===== config.mk =====
export PLATFORM = sky130hd
export DESIGN_NAME = ordered_value_list_unit
export DESIGN_NICKNAME = d
export VERILOG_FILES = /design/src/hw/rtl/ovl_pkg.sv /design/src/hw/rtl/ordered_value_list_unit.sv /design/src/hw/rtl/ovl_ram.sv /design/src/hw/rtl/ovl_dp.sv /design/src/hw/rtl/ovl_ctrl.sv
export VERILOG_INCLUDE_DIRS = /design/src /design/src/hw/rtl
export SDC_FILE = /design/constraint.sdc
export NUM_CORES = 1
export LEC_CHECK = 0
export BUFFER_PORTS_ARGS = -buffer_cell sky130_fd_sc_hd__buf_2
export CAP_MARGIN = 20
export CORE_MARGIN = 2
export CORE_UTILIZATION = 29
export DETAILED_ROUTE_END_ITERATION = 7
export PLACE_DENSITY_LB_ADDON = 0.3
export SYNTH_ARGS = -nofsm -noshare
export SYNTH_HDL_FRONTEND = slang
export SYNTH_SLANG_ARGS = --single-unit
export TNS_END_PERCENT = 10

===== constraint.sdc =====
create_clock -name clock -period 3.8 [get_ports clock]
set_input_delay 0 -clock clock [delete_from_list [all_inputs] [get_ports clock]]
set_output_delay 0 -clock clock [all_outputs]
set_load 0.005 [all_outputs]

===== src/hw/rtl/assert_macros.svh =====
// Assertion macros used by the top level of the ordered value list
`ifndef ASSERT_MACROS_SVH
`define ASSERT_MACROS_SVH

// Check that the consequent holds in the same cycle as the antecedent
`define OVL_ASSERT_SAME(lbl, clk, rst, ante, cons, msg) \
   lbl: assert property (@(posedge clk) disable iff (rst) (ante) |-> (cons)) \
      else $error(msg);

// Check that the consequent holds in the cycle after the antecedent
`define OVL_ASSERT_NEXT(lbl, clk, rst, ante, cons, msg) \
   lbl: assert property (@(posedge clk) disable iff (rst) (ante) |=> (cons)) \
      else $error(msg);

`endif


===== src/hw/rtl/ovl_pkg.sv =====
// Types, codes and controller/datapath interface structs of the ordered value list
package ovl_pkg;

   localparam int LIST_DEPTH_DEF = 16;
   localparam int DATA_W         = 32;

   // Operation codes of a request
   localparam logic [1:0] ACT_INSERT   = 2'd0;
   localparam logic [1:0] ACT_DELETE   = 2'd1;
   localparam logic [1:0] ACT_TRAVERSE = 2'd2;

   // Status codes of a response
   localparam logic [1:0] ST_OK        = 2'd0;
   localparam logic [1:0] ST_NOT_FOUND = 2'd1;
   localparam logic [1:0] ST_FULL      = 2'd2;
   localparam logic [1:0] ST_EMPTY     = 2'd3;

   typedef struct packed {
      logic [1:0]               action;
      logic signed [DATA_W-1:0] operand_value;
   } req_type;

   typedef struct packed {
      logic signed [DATA_W-1:0] entry_value;
      logic [1:0]               status;
      logic                     last_of_run;
   } rsp_type;

   // Source of the response value
   typedef enum logic [1:0] {
      VSEL_OPERAND,
      VSEL_RDATA,
      VSEL_ZERO
   } vsel_type;

   // Commands from controller to datapath
   typedef struct packed {
      logic       start;         // latch the request, clear the index
      logic       idx_inc;
      logic       rd_en;
      logic       rd_next;       // read at index + 1 instead of index
      logic       wr_en;
      logic       wr_at_count;   // write at count (append) instead of index
      logic       wr_from_rd;    // write read data instead of operand
      logic       cnt_inc;
      logic       cnt_dec;
      logic       out_load;
      vsel_type   out_vsel;
      logic [1:0] out_status;
      logic       out_last_trav; // last flag from traverse position
   } cmd_type;

   // Status from datapath to controller
   typedef struct packed {
      logic [1:0] action;
      logic       count_zero;
      logic       full;
      logic       idx_at_end;   // index equals entry count
      logic       next_at_end;  // index + 1 reaches entry count
      logic       match;        // read data equals operand
      logic       out_free;     // response register can take a value
   } sts_type;

endpackage


===== src/hw/rtl/ordered_value_list_unit.sv =====
// Ordered value list: top level joining controller and datapath
// Insert appends the operand at the end; delete searches for the operand, then moves each later
// entry down by one; traverse reads and emits every entry in order (one empty response when empty).
// One transaction at a time; the store's single read port paces search, compaction and traverse.
// Reset (synchronous, active high) empties the list and drops any pending response.
`include "assert_macros.svh"

module ordered_value_list_unit #(
   parameter int LIST_DEPTH = ovl_pkg::LIST_DEPTH_DEF
) (
   input  logic             clock,
   input  logic             reset,
   input  logic             req_valid,
   output logic             req_stall,
   input  ovl_pkg::req_type req_item,
   output logic             rsp_valid,
   input  logic             rsp_stall,
   output ovl_pkg::rsp_type rsp_item
);
   import ovl_pkg::*;

   cmd_type cmd;
   sts_type sts;

   ovl_ctrl u_ctrl (
      .clock     (clock),
      .reset     (reset),
      .req_valid (req_valid),
      .req_stall (req_stall),
      .sts       (sts),
      .cmd       (cmd)
   );

   ovl_dp #(
      .LIST_DEPTH (LIST_DEPTH)
   ) u_dp (
      .clock     (clock),
      .reset     (reset),
      .req_item  (req_item),
      .cmd       (cmd),
      .sts       (sts),
      .rsp_valid (rsp_valid),
      .rsp_stall (rsp_stall),
      .rsp_item  (rsp_item)
   );

   // One transaction in work at a time
   `OVL_ASSERT_NEXT(a_one_at_a_time, clock, reset, req_valid && !req_stall, req_stall, "busy")
   // Response register is loaded only when it can take a value
   `OVL_ASSERT_SAME(a_load_when_free, clock, reset, cmd.out_load, sts.out_free, "load while held")
   // Append never happens on a full list
   `OVL_ASSERT_SAME(a_no_overfill, clock, reset, cmd.cnt_inc, !sts.full && cmd.wr_en, "overfill")
   // Removal only from a non-empty list
   `OVL_ASSERT_SAME(a_no_underflow, clock, reset, cmd.cnt_dec, !sts.count_zero, "underflow")

endmodule


===== src/hw/rtl/ovl_ram.sv =====
// Generic single write port, single read port RAM with registered read
module ovl_ram #(
   parameter  int WIDTH  = 32,
   parameter  int DEPTH  = 16,
   localparam int ADDR_W = (DEPTH > 1) ? $clog2(DEPTH) : 1
) (
   input  logic              clock,
   input  logic              wr_en,
   input  logic [ADDR_W-1:0] wr_addr,
   input  logic [WIDTH-1:0]  wr_data,
   input  logic              rd_en,
   input  logic [ADDR_W-1:0] rd_addr,
   output logic [WIDTH-1:0]  rd_data
);

   logic [WIDTH-1:0] mem_ff [DEPTH];
   logic [WIDTH-1:0] rd_data_ff;

   // Write port, read port with held output
   always_ff @(posedge clock) begin
      if (wr_en) begin
         mem_ff[wr_addr] <= wr_data;
      end
      if (rd_en) begin
         rd_data_ff <= mem_ff[rd_addr];
      end
   end

   assign rd_data = rd_data_ff;

endmodule


===== src/hw/rtl/ovl_dp.sv =====
// Datapath: entry store, count, index, request latch and response register
module ovl_dp #(
   parameter int LIST_DEPTH = ovl_pkg::LIST_DEPTH_DEF
) (
   input  logic             clock,
   input  logic             reset,
   input  ovl_pkg::req_type req_item,
   input  ovl_pkg::cmd_type cmd,
   output ovl_pkg::sts_type sts,
   output logic             rsp_valid,
   input  logic             rsp_stall,
   output ovl_pkg::rsp_type rsp_item
);
   import ovl_pkg::*;

   localparam int CNT_W = $clog2(LIST_DEPTH + 1);
   localparam int IDX_W = (LIST_DEPTH > 1) ? $clog2(LIST_DEPTH) : 1;

   logic [1:0]        action_ff, action_in;
   logic [DATA_W-1:0] operand_ff, operand_in;
   logic [CNT_W-1:0]  count_ff, count_in;
   logic [CNT_W-1:0]  idx_ff, idx_in;
   logic              rsp_valid_ff, rsp_valid_in;
   rsp_type           rsp_item_ff, rsp_item_in;

   logic [CNT_W:0]    idx_plus;
   logic [CNT_W:0]    count_ext;
   logic [IDX_W-1:0]  rd_addr;
   logic [IDX_W-1:0]  wr_addr;
   logic [DATA_W-1:0] wr_data;
   logic [DATA_W-1:0] rd_data;
   logic              trav_last;

   assign idx_plus  = {1'b0, idx_ff} + {{CNT_W{1'b0}}, 1'b1};
   assign count_ext = {1'b0, count_ff};
   assign trav_last = (idx_plus == count_ext);

   // Select store addresses and write data
   assign rd_addr = cmd.rd_next ? idx_plus[IDX_W-1:0] : idx_ff[IDX_W-1:0];
   assign wr_addr = cmd.wr_at_count ? count_ff[IDX_W-1:0] : idx_ff[IDX_W-1:0];
   assign wr_data = cmd.wr_from_rd ? rd_data : operand_ff;

   ovl_ram #(
      .WIDTH (DATA_W),
      .DEPTH (LIST_DEPTH)
   ) u_store (
      .clock   (clock),
      .wr_en   (cmd.wr_en),
      .wr_addr (wr_addr),
      .wr_data (wr_data),
      .rd_en   (cmd.rd_en),
      .rd_addr (rd_addr),
      .rd_data (rd_data)
   );

   // Latch request, step index and count
   always_comb begin
      action_in  = cmd.start ? req_item.action : action_ff;
      operand_in = cmd.start ? req_item.operand_value : operand_ff;
      idx_in     = idx_ff;
      if (cmd.start) begin
         idx_in = '0;
      end else if (cmd.idx_inc) begin
         idx_in = idx_plus[CNT_W-1:0];
      end
      count_in = count_ff;
      if (cmd.cnt_inc) begin
         count_in = count_ff + {{(CNT_W-1){1'b0}}, 1'b1};
      end else if (cmd.cnt_dec) begin
         count_in = count_ff - {{(CNT_W-1){1'b0}}, 1'b1};
      end
   end

   // Load or drain the response register
   always_comb begin
      rsp_item_in  = rsp_item_ff;
      rsp_valid_in = rsp_valid_ff & rsp_stall;
      if (cmd.out_load) begin
         rsp_valid_in = 1'b1;
         unique case (cmd.out_vsel)
            VSEL_OPERAND: rsp_item_in.entry_value = operand_ff;
            VSEL_RDATA:   rsp_item_in.entry_value = rd_data;
            VSEL_ZERO:    rsp_item_in.entry_value = '0;
            default:      rsp_item_in.entry_value = '0;
         endcase
         rsp_item_in.status      = cmd.out_status;
         rsp_item_in.last_of_run = cmd.out_last_trav ? trav_last : 1'b1;
      end
   end

   always_ff @(posedge clock) begin
      if (reset) begin
         count_ff     <= '0;
         idx_ff       <= '0;
         rsp_valid_ff <= 1'b0;
      end else begin
         count_ff     <= count_in;
         idx_ff       <= idx_in;
         rsp_valid_ff <= rsp_valid_in;
      end
      action_ff   <= action_in;
      operand_ff  <= operand_in;
      rsp_item_ff <= rsp_item_in;
   end

   // Report status to the controller
   assign sts.action      = action_ff;
   assign sts.count_zero  = (count_ff == '0);
   assign sts.full        = (count_ff == CNT_W'(LIST_DEPTH));
   assign sts.idx_at_end  = (idx_ff == count_ff);
   assign sts.next_at_end = (idx_plus >= count_ext);
   assign sts.match       = (rd_data == operand_ff);
   assign sts.out_free    = ~rsp_valid_ff | ~rsp_stall;

   assign rsp_valid = rsp_valid_ff;
   assign rsp_item  = rsp_item_ff;

endmodule


===== src/hw/rtl/ovl_ctrl.sv =====
// Controller: sequences insert, delete search and compaction, and traverse
module ovl_ctrl (
   input  logic             clock,
   input  logic             reset,
   input  logic             req_valid,
   output logic             req_stall,
   input  ovl_pkg::sts_type sts,
   output ovl_pkg::cmd_type cmd
);
   import ovl_pkg::*;

   typedef enum logic [3:0] {
      S_IDLE,
      S_DISPATCH,
      S_INSERT,
      S_SRCH_RD,
      S_SRCH_CMP,
      S_NOT_FOUND,
      S_SHIFT_RD,
      S_SHIFT_WR,
      S_DEL_DONE,
      S_TRAV_RD,
      S_TRAV_EMIT,
      S_EMPTY
   } state_type;

   state_type state_ff, state_in;

   assign req_stall = (state_ff != S_IDLE);

   // Next state and commands
   always_comb begin
      state_in = state_ff;
      cmd      = '0;
      unique case (state_ff)
         S_IDLE: begin
            if (req_valid) begin
               cmd.start = 1'b1;
               state_in  = S_DISPATCH;
            end
         end
         S_DISPATCH: begin
            unique case (sts.action)
               ACT_INSERT:   state_in = S_INSERT;
               ACT_DELETE:   state_in = S_SRCH_RD;
               ACT_TRAVERSE: state_in = sts.count_zero ? S_EMPTY : S_TRAV_RD;
               default:      state_in = S_IDLE;
            endcase
         end
         S_INSERT: begin
            if (sts.out_free) begin
               cmd.out_load = 1'b1;
               cmd.out_vsel = VSEL_OPERAND;
               if (sts.full) begin
                  cmd.out_status = ST_FULL;
               end else begin
                  cmd.out_status  = ST_OK;
                  cmd.wr_en       = 1'b1;
                  cmd.wr_at_count = 1'b1;
                  cmd.cnt_inc     = 1'b1;
               end
               state_in = S_IDLE;
            end
         end
         S_SRCH_RD: begin
            if (sts.idx_at_end) begin
               state_in = S_NOT_FOUND;
            end else begin
               cmd.rd_en = 1'b1;
               state_in  = S_SRCH_CMP;
            end
         end
         S_SRCH_CMP: begin
            if (sts.match) begin
               state_in = S_SHIFT_RD;
            end else begin
               cmd.idx_inc = 1'b1;
               state_in    = S_SRCH_RD;
            end
         end
         S_NOT_FOUND: begin
            if (sts.out_free) begin
               cmd.out_load   = 1'b1;
               cmd.out_vsel   = VSEL_OPERAND;
               cmd.out_status = ST_NOT_FOUND;
               state_in       = S_IDLE;
            end
         end
         S_SHIFT_RD: begin
            if (sts.next_at_end) begin
               state_in = S_DEL_DONE;
            end else begin
               cmd.rd_en   = 1'b1;
               cmd.rd_next = 1'b1;
               state_in    = S_SHIFT_WR;
            end
         end
         S_SHIFT_WR: begin
            cmd.wr_en      = 1'b1;
            cmd.wr_from_rd = 1'b1;
            cmd.idx_inc    = 1'b1;
            state_in       = S_SHIFT_RD;
         end
         S_DEL_DONE: begin
            if (sts.out_free) begin
               cmd.out_load   = 1'b1;
               cmd.out_vsel   = VSEL_OPERAND;
               cmd.out_status = ST_OK;
               cmd.cnt_dec    = 1'b1;
               state_in       = S_IDLE;
            end
         end
         S_TRAV_RD: begin
            cmd.rd_en = 1'b1;
            state_in  = S_TRAV_EMIT;
         end
         S_TRAV_EMIT: begin
            if (sts.out_free) begin
               cmd.out_load      = 1'b1;
               cmd.out_vsel      = VSEL_RDATA;
               cmd.out_status    = ST_OK;
               cmd.out_last_trav = 1'b1;
               cmd.idx_inc       = 1'b1;
               state_in          = sts.next_at_end ? S_IDLE : S_TRAV_RD;
            end
         end
         S_EMPTY: begin
            if (sts.out_free) begin
               cmd.out_load   = 1'b1;
               cmd.out_vsel   = VSEL_ZERO;
               cmd.out_status = ST_EMPTY;
               state_in       = S_IDLE;
            end
         end
         default: begin
            state_in = S_IDLE;
         end
      endcase
   end

   // Hold state
   always_ff @(posedge clock) begin
      if (reset) begin
         state_ff <= S_IDLE;
      end else begin
         state_ff <= state_in;
      end
   end

endmodule

==> results of run 1 <==
## placed cells by master, fill, tap and decap left out, types with 5 or more instances in the layout
cell type,n
a211oi_1,37
a21oi_1,24
a22o_1,33
buf_12,28
buf_2,74
buf_4,61
bufinv_16,8
clkbuf_1,10
clkbuf_16,72
clkinv_1,22
clkinv_2,8
dfxtp_1,13
dlygate4sd3_1,37
edfxtp_1,613
ha_1,12
inv_1,14
mux2_2,185
mux2i_1,225
nand2_1,153
nand3_1,5
nor2_1,124
nor2_4,18
nor2b_1,7
nor3_1,37
nor4_1,11
o211ai_1,5
o21ai_0,115
o21ai_1,8
o22ai_1,158
or4_1,34
xnor2_1,12
xor2_1,35
## metrics by stage
step | worst slack (ns) | setup TNS [ns]
floorplan | 0.367 | 0
global placement | 0.237 | 0
detailed placement | 0.123 | 0
CTS | 0.0963 | 0
global route | -0.0422 | -0.139
finish | 0.0904 | 0
## area by class of cell
| cell class | count | share of cell area [%] |
|---|---|---|
| tap | 1287 | 4.70 |
| multi-input combinational | 1305 | 28.5 |
| clock inverter | 47 | 1.42 |
| sequential | 628 | 54.6 |
| clock buffer | 81 | 5.30 |
| inverter | 15 | 0.164 |
| timing repair buffer | 205 | 5.34 |
## layer usage
layer | track usage [%] | vias up
met2 | 25.2 | 695
li1 | - | 8395
met3 | 3.18 | 128
met5 | 0 | -
met4 | 4.55 | 0
met1 | 23.3 | 9592
## critical path: cells and delay by family, from the launching register on
kind	cells	cell delay, ns
compound gates	2	0.59
fa+ha+maj	1	0.32
buf+inv	1	0.32
xor+xnor	2	0.44
mux	1	0.25
simple gates	4	1.10
flops	1	0.42
## cell families (layout without fill, tap and decap cells)
logic type	count (synthesis)	count (layout)
adders and majority gates	14	14
buffers and inverters	157	348
muxes	411	411
and+or+nand+nor	410	410
AOI/OAI and AO/OA	422	422
xor gates and xnor gates	48	48
DFF	628	628
## where the power goes
group	internal (W)	switching (W)	leakage, nW
Clock	0.00400	0.00286	1.12
Sequential	0.00809	0.000164	5.65
Combinational	0.000520	0.000994	4.73
## registers in the layout, summed over array words and instances (netlist names)
| register | count |
|---|---|
| u_dp.rsp_valid | 1 |
| u_dp.action_ff | 2 |
| u_dp.idx_ff | 5 |
| u_ctrl.state_ff | 4 |
| u_dp.u_store.rd_data | 32 |
| u_dp.operand_ff | 32 |
| u_dp.rsp_item | 35 |
| u_dp.count_ff | 5 |
| u_dp.u_store.mem_ff | 512 |
## worst min path at each step
stage,from,end,slack (ns)
detailed placement,req_item[7],u_dp.operand_ff[7],0.18
CTS,req_item[7],u_dp.operand_ff[7],0.05
global placement,req_item[24],u_dp.operand_ff[24],0.18
global route,req_item[19],u_dp.operand_ff[19],0.08
finish,req_item[3],u_dp.operand_ff[3],0.09
floorplan,req_item[32],u_dp.action_ff[0],0.1
## what timing repair did
action / CTS / global route
gates resized for setup: 0 / 4
endpoints found under the hold margin: 50 / 0
buffers inserted: 0 / 3
hold buffers: 37 / 0
endpoints found under the setup margin: 0 / 29
==> metrics.md, run 1 <==
| Metric | Value |
|---|---|
| Gpl congestion | about 0.84 |
| Fill cells | approximately 9300 |
| Clock buffer count from CTS | 70 |
| Yosys reg bits | 628 |
| Endpoint class of the critical path | flop |
| Mapped cell area | ~0.029 mm2 |
| Worst EP arrival | 4.07 ns |
| RSZ-0062 raised after global routing | yes |
| Via count | 18800 |
| Routed wire per std cell | 24.0 um |
| # rows | between 100 and 150 |
| Met1 WL | 39200 um |
| Initial core utilization | slightly below 30% |
| Simple-gate share of the synthesized area | 6.38% |
| Multiplexer area fraction after synthesis | 15.1% |
| Worst R2R End | u_dp.u_store.rd_data[23] |
| Crit path largest cell delay | 0.53 ns |
| Wire length on met3 | about 6100 um |
| Worst-skew pair later-pin latency | between 0.6 and 0.7 ns |
| CP max FO | 13 |
| Unique masters post-synth | 66 |
| FMAX | 0.270 GHz |
| R2R depth | 11 |
| Seq/Total Area, Yosys | 64.7% |
| Multi-input gate area | around 0.0097 mm2 |
| Final Hold Viols | 0 |
| Top routing layer in use | met4 |
| Clock slew at reported path FFs | roughly 0.06 ns |
| Fin crit share | 97.6% |
| CTS tree | done |
| Count leader, synth | edfxtp_1 |
| Layout Cell Area excl Fill | around 0.034 mm2 |
| Width of the die | 320 um |
| Placed cells | 3399 |
| Root Buffer | clkbuf_16 |
| H-tree Lvls | 3 |
| TritonRoute pass-1 iters | 5 |
| Final setup violation count | 0 |
| Core ar. | ~0.1 mm2 |
| Top cells by count, synth | edfxtp_1, mux2i_1, mux2_2 |
| Clock buffer depth | 3 |
| Lkg Pwr | 11.5 nW |
| Setup crit end | u_dp.u_store.rd_data[23] |
| Die Ht | 320 um |
| GR Util All Layers | 16.3% |
| Syn nets | 2142 |
| Hold Slack | 0.0898 ns |
| Max_cap viols | 0 |
| Synth Area in Adders | 0.632% |
| Drt drc | 0 |
| Max VDD drop | 0.000333 V |
| Worst-path cell chain | and2_1 > nand2_1 > xnor2_1 > ha_1 > nand3_1 > o2111a_2 > xnor2_2 > buf_4 > mux2i_1 > o22ai_1 > or4_1 |
| Slew @ Worst Pin | ~1.2 ns |
| Finished Layout Cells | 3568 |
| Vias per std cell | roughly 5.3 |
| Cells after synthesis | 2090 |
| Syn avg cell area | 13.8 um2 |
| Inserted Diodes | 0 |
| Post-synth top area share | a little under two thirds |
| Max Clock Skew | approximately 0.03 ns |
| Critical path type | reg2reg |
| Hold Path Stages | 2 |
| HPWL Detailed | 50700 um |
| Largest net degree at the start of global routing | 121 |
| Critical path required time | 4.16 ns |
| Worst r2r src | u_dp.idx_ff[2] |
| Initial antenna violation count | 1 |
| Worst min path class | in2reg |
| Post-Synth XOR/XNOR Area | 1.45% |
| Status | complete, no violations |
| Register Area | 0.0187 mm2 |
| Largest family of logic cells by synthesized area | multiplexers |
| Top cells by area, synth | edfxtp_1, mux2i_1, mux2_2 |
| Post-synthesis compound-gate area fraction | 9.33% |
| Area Growth Syn to Fin | 18.5% |
| Slew HR | between 20% and 30% |
| Die ar. | approximately 0.10 mm2 |
| I/O Pins | 75 |
| Synth warn | 0 |
| Critical Path Start | u_dp.idx_ff[2] |
| Type of origin of the critical path | flop |
| IO buf count | 74 |
| Initial DRC count | 1850 |
| Final ANT Viol Nets | 0 |
| Share of cells above drive strength 1 | between 20% and 30% |
| Dominant synthesized flop cell | edfxtp_1 |
| Async SR Flop Fraction | 0% |
| TritonCTS sink count | around 630 |
| CP max stage cell | or4_1 |
| Final core utilization | between 30% and 40% |
| Nets@finish | 2277 |
| DRT Wirelength | about 86000 um |
| Pwr Density | 485 mW/mm2 |
| Final Power | 0.0166 W |
| R2R Setup Slk | 0.09 ns |
| Max-slew violation count | 0 |
| Biggest area consumer among synthesized cells | edfxtp_1 |
| Post-synth EDFFs | 613 |
| Routed length on met2 | 38400 um |
| Number of global-route vias before repair | 18800 |
| First-pass GRT wire length | roughly 120000 um |
| Area after DPL | 0.0315 mm2 |
| GRT Residual Overflow | 0 |
| Post-layout min period | 3.71 ns |
(Power assumes the default switching activity.)
==> run 2: changes to the inputs <==
--- a/config.mk
+++ b/config.mk
@@ -12,6 +12,7 @@
 export CORE_UTILIZATION = 29
 export DETAILED_ROUTE_END_ITERATION = 7
 export PLACE_DENSITY_LB_ADDON = 0.3
+export SETUP_SLACK_MARGIN = 0.5
 export SYNTH_ARGS = -nofsm -noshare
 export SYNTH_HDL_FRONTEND = slang
 export SYNTH_SLANG_ARGS = --single-unit
==> constraint.sdc (replaced) <==
create_clock -name clock -period 3.8 [get_ports clock]
set_input_delay 0 -clock clock [delete_from_list [all_inputs] [get_ports clock]]
set_output_delay 0 -clock clock [all_outputs]
set_load 0.1 [all_outputs]
==> run 2 against run 1 <==
Sequential share of layout area is 1.0 points lower. Via count increased by 1.2%. Cell count rose by 0.81%. Critical path depth grew 4. Flip-flop and latch count did not move. Combinational power rose by 33%. Die area did not move. Global-route usage increased by 0.55 points. Register-to-register slack improved by 0.21 ns. Clock skew down 0.0042 ns. Utilization increased by 0.68 points. Critical endpoint is now u_dp.u_store.rd_data[26]. Largest cell class unchanged.
==> metrics.md, run 2 (synthesis gave the netlist of run 1 again) <==
| Metric | Value |
|---|---|
| Endpoint class of the critical path | flop |
| FMAX | 0.286 GHz |
| Comb power frac | a little under an eighth |
| CP Depth | 15 |
| Critical path type | reg2reg |
| Lkg Pwr | 11.8 nW |
| GR peak layer | met2 |
| Clock power frac | 39.4% |
| TritonCTS sink count | between 600 and 700 |
| Routed wire per std cell | between 20 and 25 um |
| DRT Wirelength | 88200 um |
| Fill cells | 9292 |
| RSZ-0062 raised after global routing | yes |
| Nets@finish | 2309 |
| GR Util All Layers | 16.9% |
| Met2 Usage GRT | a little over a quarter |
| Worst EP arrival | about 3.8 ns |
| Worst min path class | in2reg |
| Initial antenna violation count | 1 |
| Die Ht | 320 um |
| Final Hold Viols | 0 |
| Status | complete, no violations |
| Critical Path Start | u_dp.idx_ff[1] |
| Final Power | 0.0170 W |
| Worst R2R End | u_dp.u_store.rd_data[26] |
| Via count | 19000 |
| R2R Setup Slk | 0.30 ns |
| Flop pwr share | 48.8% |
| Slew @ Worst Pin | 1.02 ns |
| Crit path largest cell delay | 0.54 ns |
| Setup crit end | u_dp.u_store.rd_data[26] |
| IO buf count | 74 |
| Multi-input gate area | 0.00983 mm2 |
| Register Area | 0.0187 mm2 |
| Switching Share | 26.0% |
| Largest net degree at the start of global routing | 138 |
| TritonRoute pass-1 iters | 5 |
| CP dominant cell by count | buf_12 |
| Clock buffer depth | 3 |
| HPWL Detailed | 50400 um |
| Post-layout min period | roughly 3.5 ns |
| Buffers plus inverters on the worst setup path | 4 |
| CP max FO | 8 |
| GRT met3 Usage | 3.49% |
| H-tree Lvls | 3 |
| Worst-path cell chain | and2_4 > nand2_4 > xnor2_2 > ha_1 > a21o_1 > a21oi_4 > o2111a_2 > buf_12 > buf_4 > a21oi_1 > o21bai_4 > buf_12 > buf_12 > o22ai_1 > or4_1 |
| Met1 Use GR | 24.0% |
| Die ar. | 0.102 mm2 |
| Initial DRC count | about 1900 |
| Worst r2r src | u_dp.idx_ff[1] |
| Width of the die | 320 um |
| Gpl congestion | 0.832 |
| First-pass GRT wire length | 128000 um |
| Crit path max-delay family | compound AO/OA/AOI/OAI gates |
| Max Clock Skew | between 0.02 and 0.03 ns |
| Core ar. | 0.0986 mm2 |
| Clock slew at reported path FFs | 0.06 ns |
| CP max stage cell | or4_1 |
| Largest register FFs | 512 |
| GRT Residual Overflow | 0 |
| CTS tree | done |
| Area Growth Syn to Fin | 20.9% |
| # rows | between 100 and 150 |
| Final setup violation count | 0 |
| Vias per std cell | 5.29 |
| Max VDD drop | approximately 0.00043 V |
| Critical path required time | 4.13 ns |
| Clock buffer count from CTS | 68 |
| Slew HR | 31.1% |
| Initial core utilization | between 20% and 30% |
| Max_cap viols | 0 |
| Max-slew violation count | 0 |
| Root Buffer | clkbuf_16 |
| Drt drc | 0 |
| Fin crit share | ~92% |
| Pwr Density | 486 mW/mm2 |
| Most frequent cells in the layout | edfxtp_1, mux2i_1, mux2_2 |
| NetSw | 0.00440 W |
| Largest Register | u_dp.u_store.mem_ff |
| Internal Pwr Total | 0.0126 W |
| Hold Slack | 0.0857 ns |
| Type of origin of the critical path | flop |
| R2R depth | 15 |
| Number of global-route vias before repair | 19000 |
| I/O Pins | between 70 and 80 |
| Worst-skew pair later-pin latency | 0.62 ns |
| Share of cells above drive strength 1 | roughly a quarter |
| Final ANT Viol Nets | 0 |
| Most common cell after layout, fill and taps aside | edfxtp_1 |
| Inserted Diodes | 0 |
## run 2: worst register-to-register path: stages, from the launching register on
cell and delay, ns:
dfxtp_4 0.38, and2_4 0.17, nand2_4 0.06, xnor2_2 0.14
ha_1 0.30, a21o_1 0.19, a21oi_4 0.14, o2111a_2 0.23
buf_12 0.13, buf_4 0.15, a21oi_1 0.16, o21bai_4 0.21
buf_12 0.17, buf_12 0.17, o22ai_1 0.11, or4_1 0.54
## run 2: how the worst min path moves through the flow
stage,startpoint,to,slack [ns],depth (start not counted)
2_1_floorplan,req_item[32],u_dp.action_ff[0],0.1,0
3_3_place_gp,req_item[3],u_dp.operand_ff[3],0.18,1
3_5_place_dp,req_item[7],u_dp.operand_ff[7],0.18,1
4_1_cts,req_valid,u_ctrl.state_ff[0],0.03,6
5_1_grt,req_item[8],u_dp.operand_ff[8],0.08,2
6_report,req_valid,u_ctrl.state_ff[0],0.09,6
## run 2: routing by layer
layer	routed length, um	vias to the layer above	part of all wire [%]
met4	1900	0	2.2
met1	39900	9678	45
met5	0	-	0
li1	-	8471	-
met3	6890	134	7.8
met2	39600	753	45
## run 2: what timing repair did
item / CTS / global route
setup endpoints to repair: 32 / 64
hold buffers: 36 / 0
pin swaps: 15 / 7
cloned: 10 / 1
gates resized for setup: 33 / 17
buffers inserted: 34 / 2
hold endpoints to repair: 60 / 0
## run 2: power by group through the flow
stage               sequential [W]  clock [W]  combinational (W)
detailed placement         0.00841          0            0.00190
floorplan                  0.00875          0           0.000888
CTS                        0.00827    0.00680            0.00200
global route               0.00829    0.00705            0.00214
global placement           0.00841          0            0.00186
finish                     0.00827    0.00668            0.00201
## run 2: area by class of cell
type | instances | area share [%]
inverter | 15 | 0.161
sequential | 628 | 53.6
multi-input combinational | 1306 | 28.1
clock buffer | 84 | 5.35
tap | 1287 | 4.61
timing repair buffer | 238 | 7.11
clock inverter | 39 | 1.05
## run 2: metrics by stage
stage                     area (um2)  setup TNS [ns]  setup WS [ns]  util (%)  cells
after floorplan                28900          -0.846        -0.0175         -   2090
after global placement         31500               0          0.194      32.0   3391
after detailed placement       31500               0          0.112      32.0   3391
after CTS                      34800               0          0.371      35.4   3594
after global routing           34900               0          0.223      35.4   3597
final                          34900               0          0.302      35.4   3597
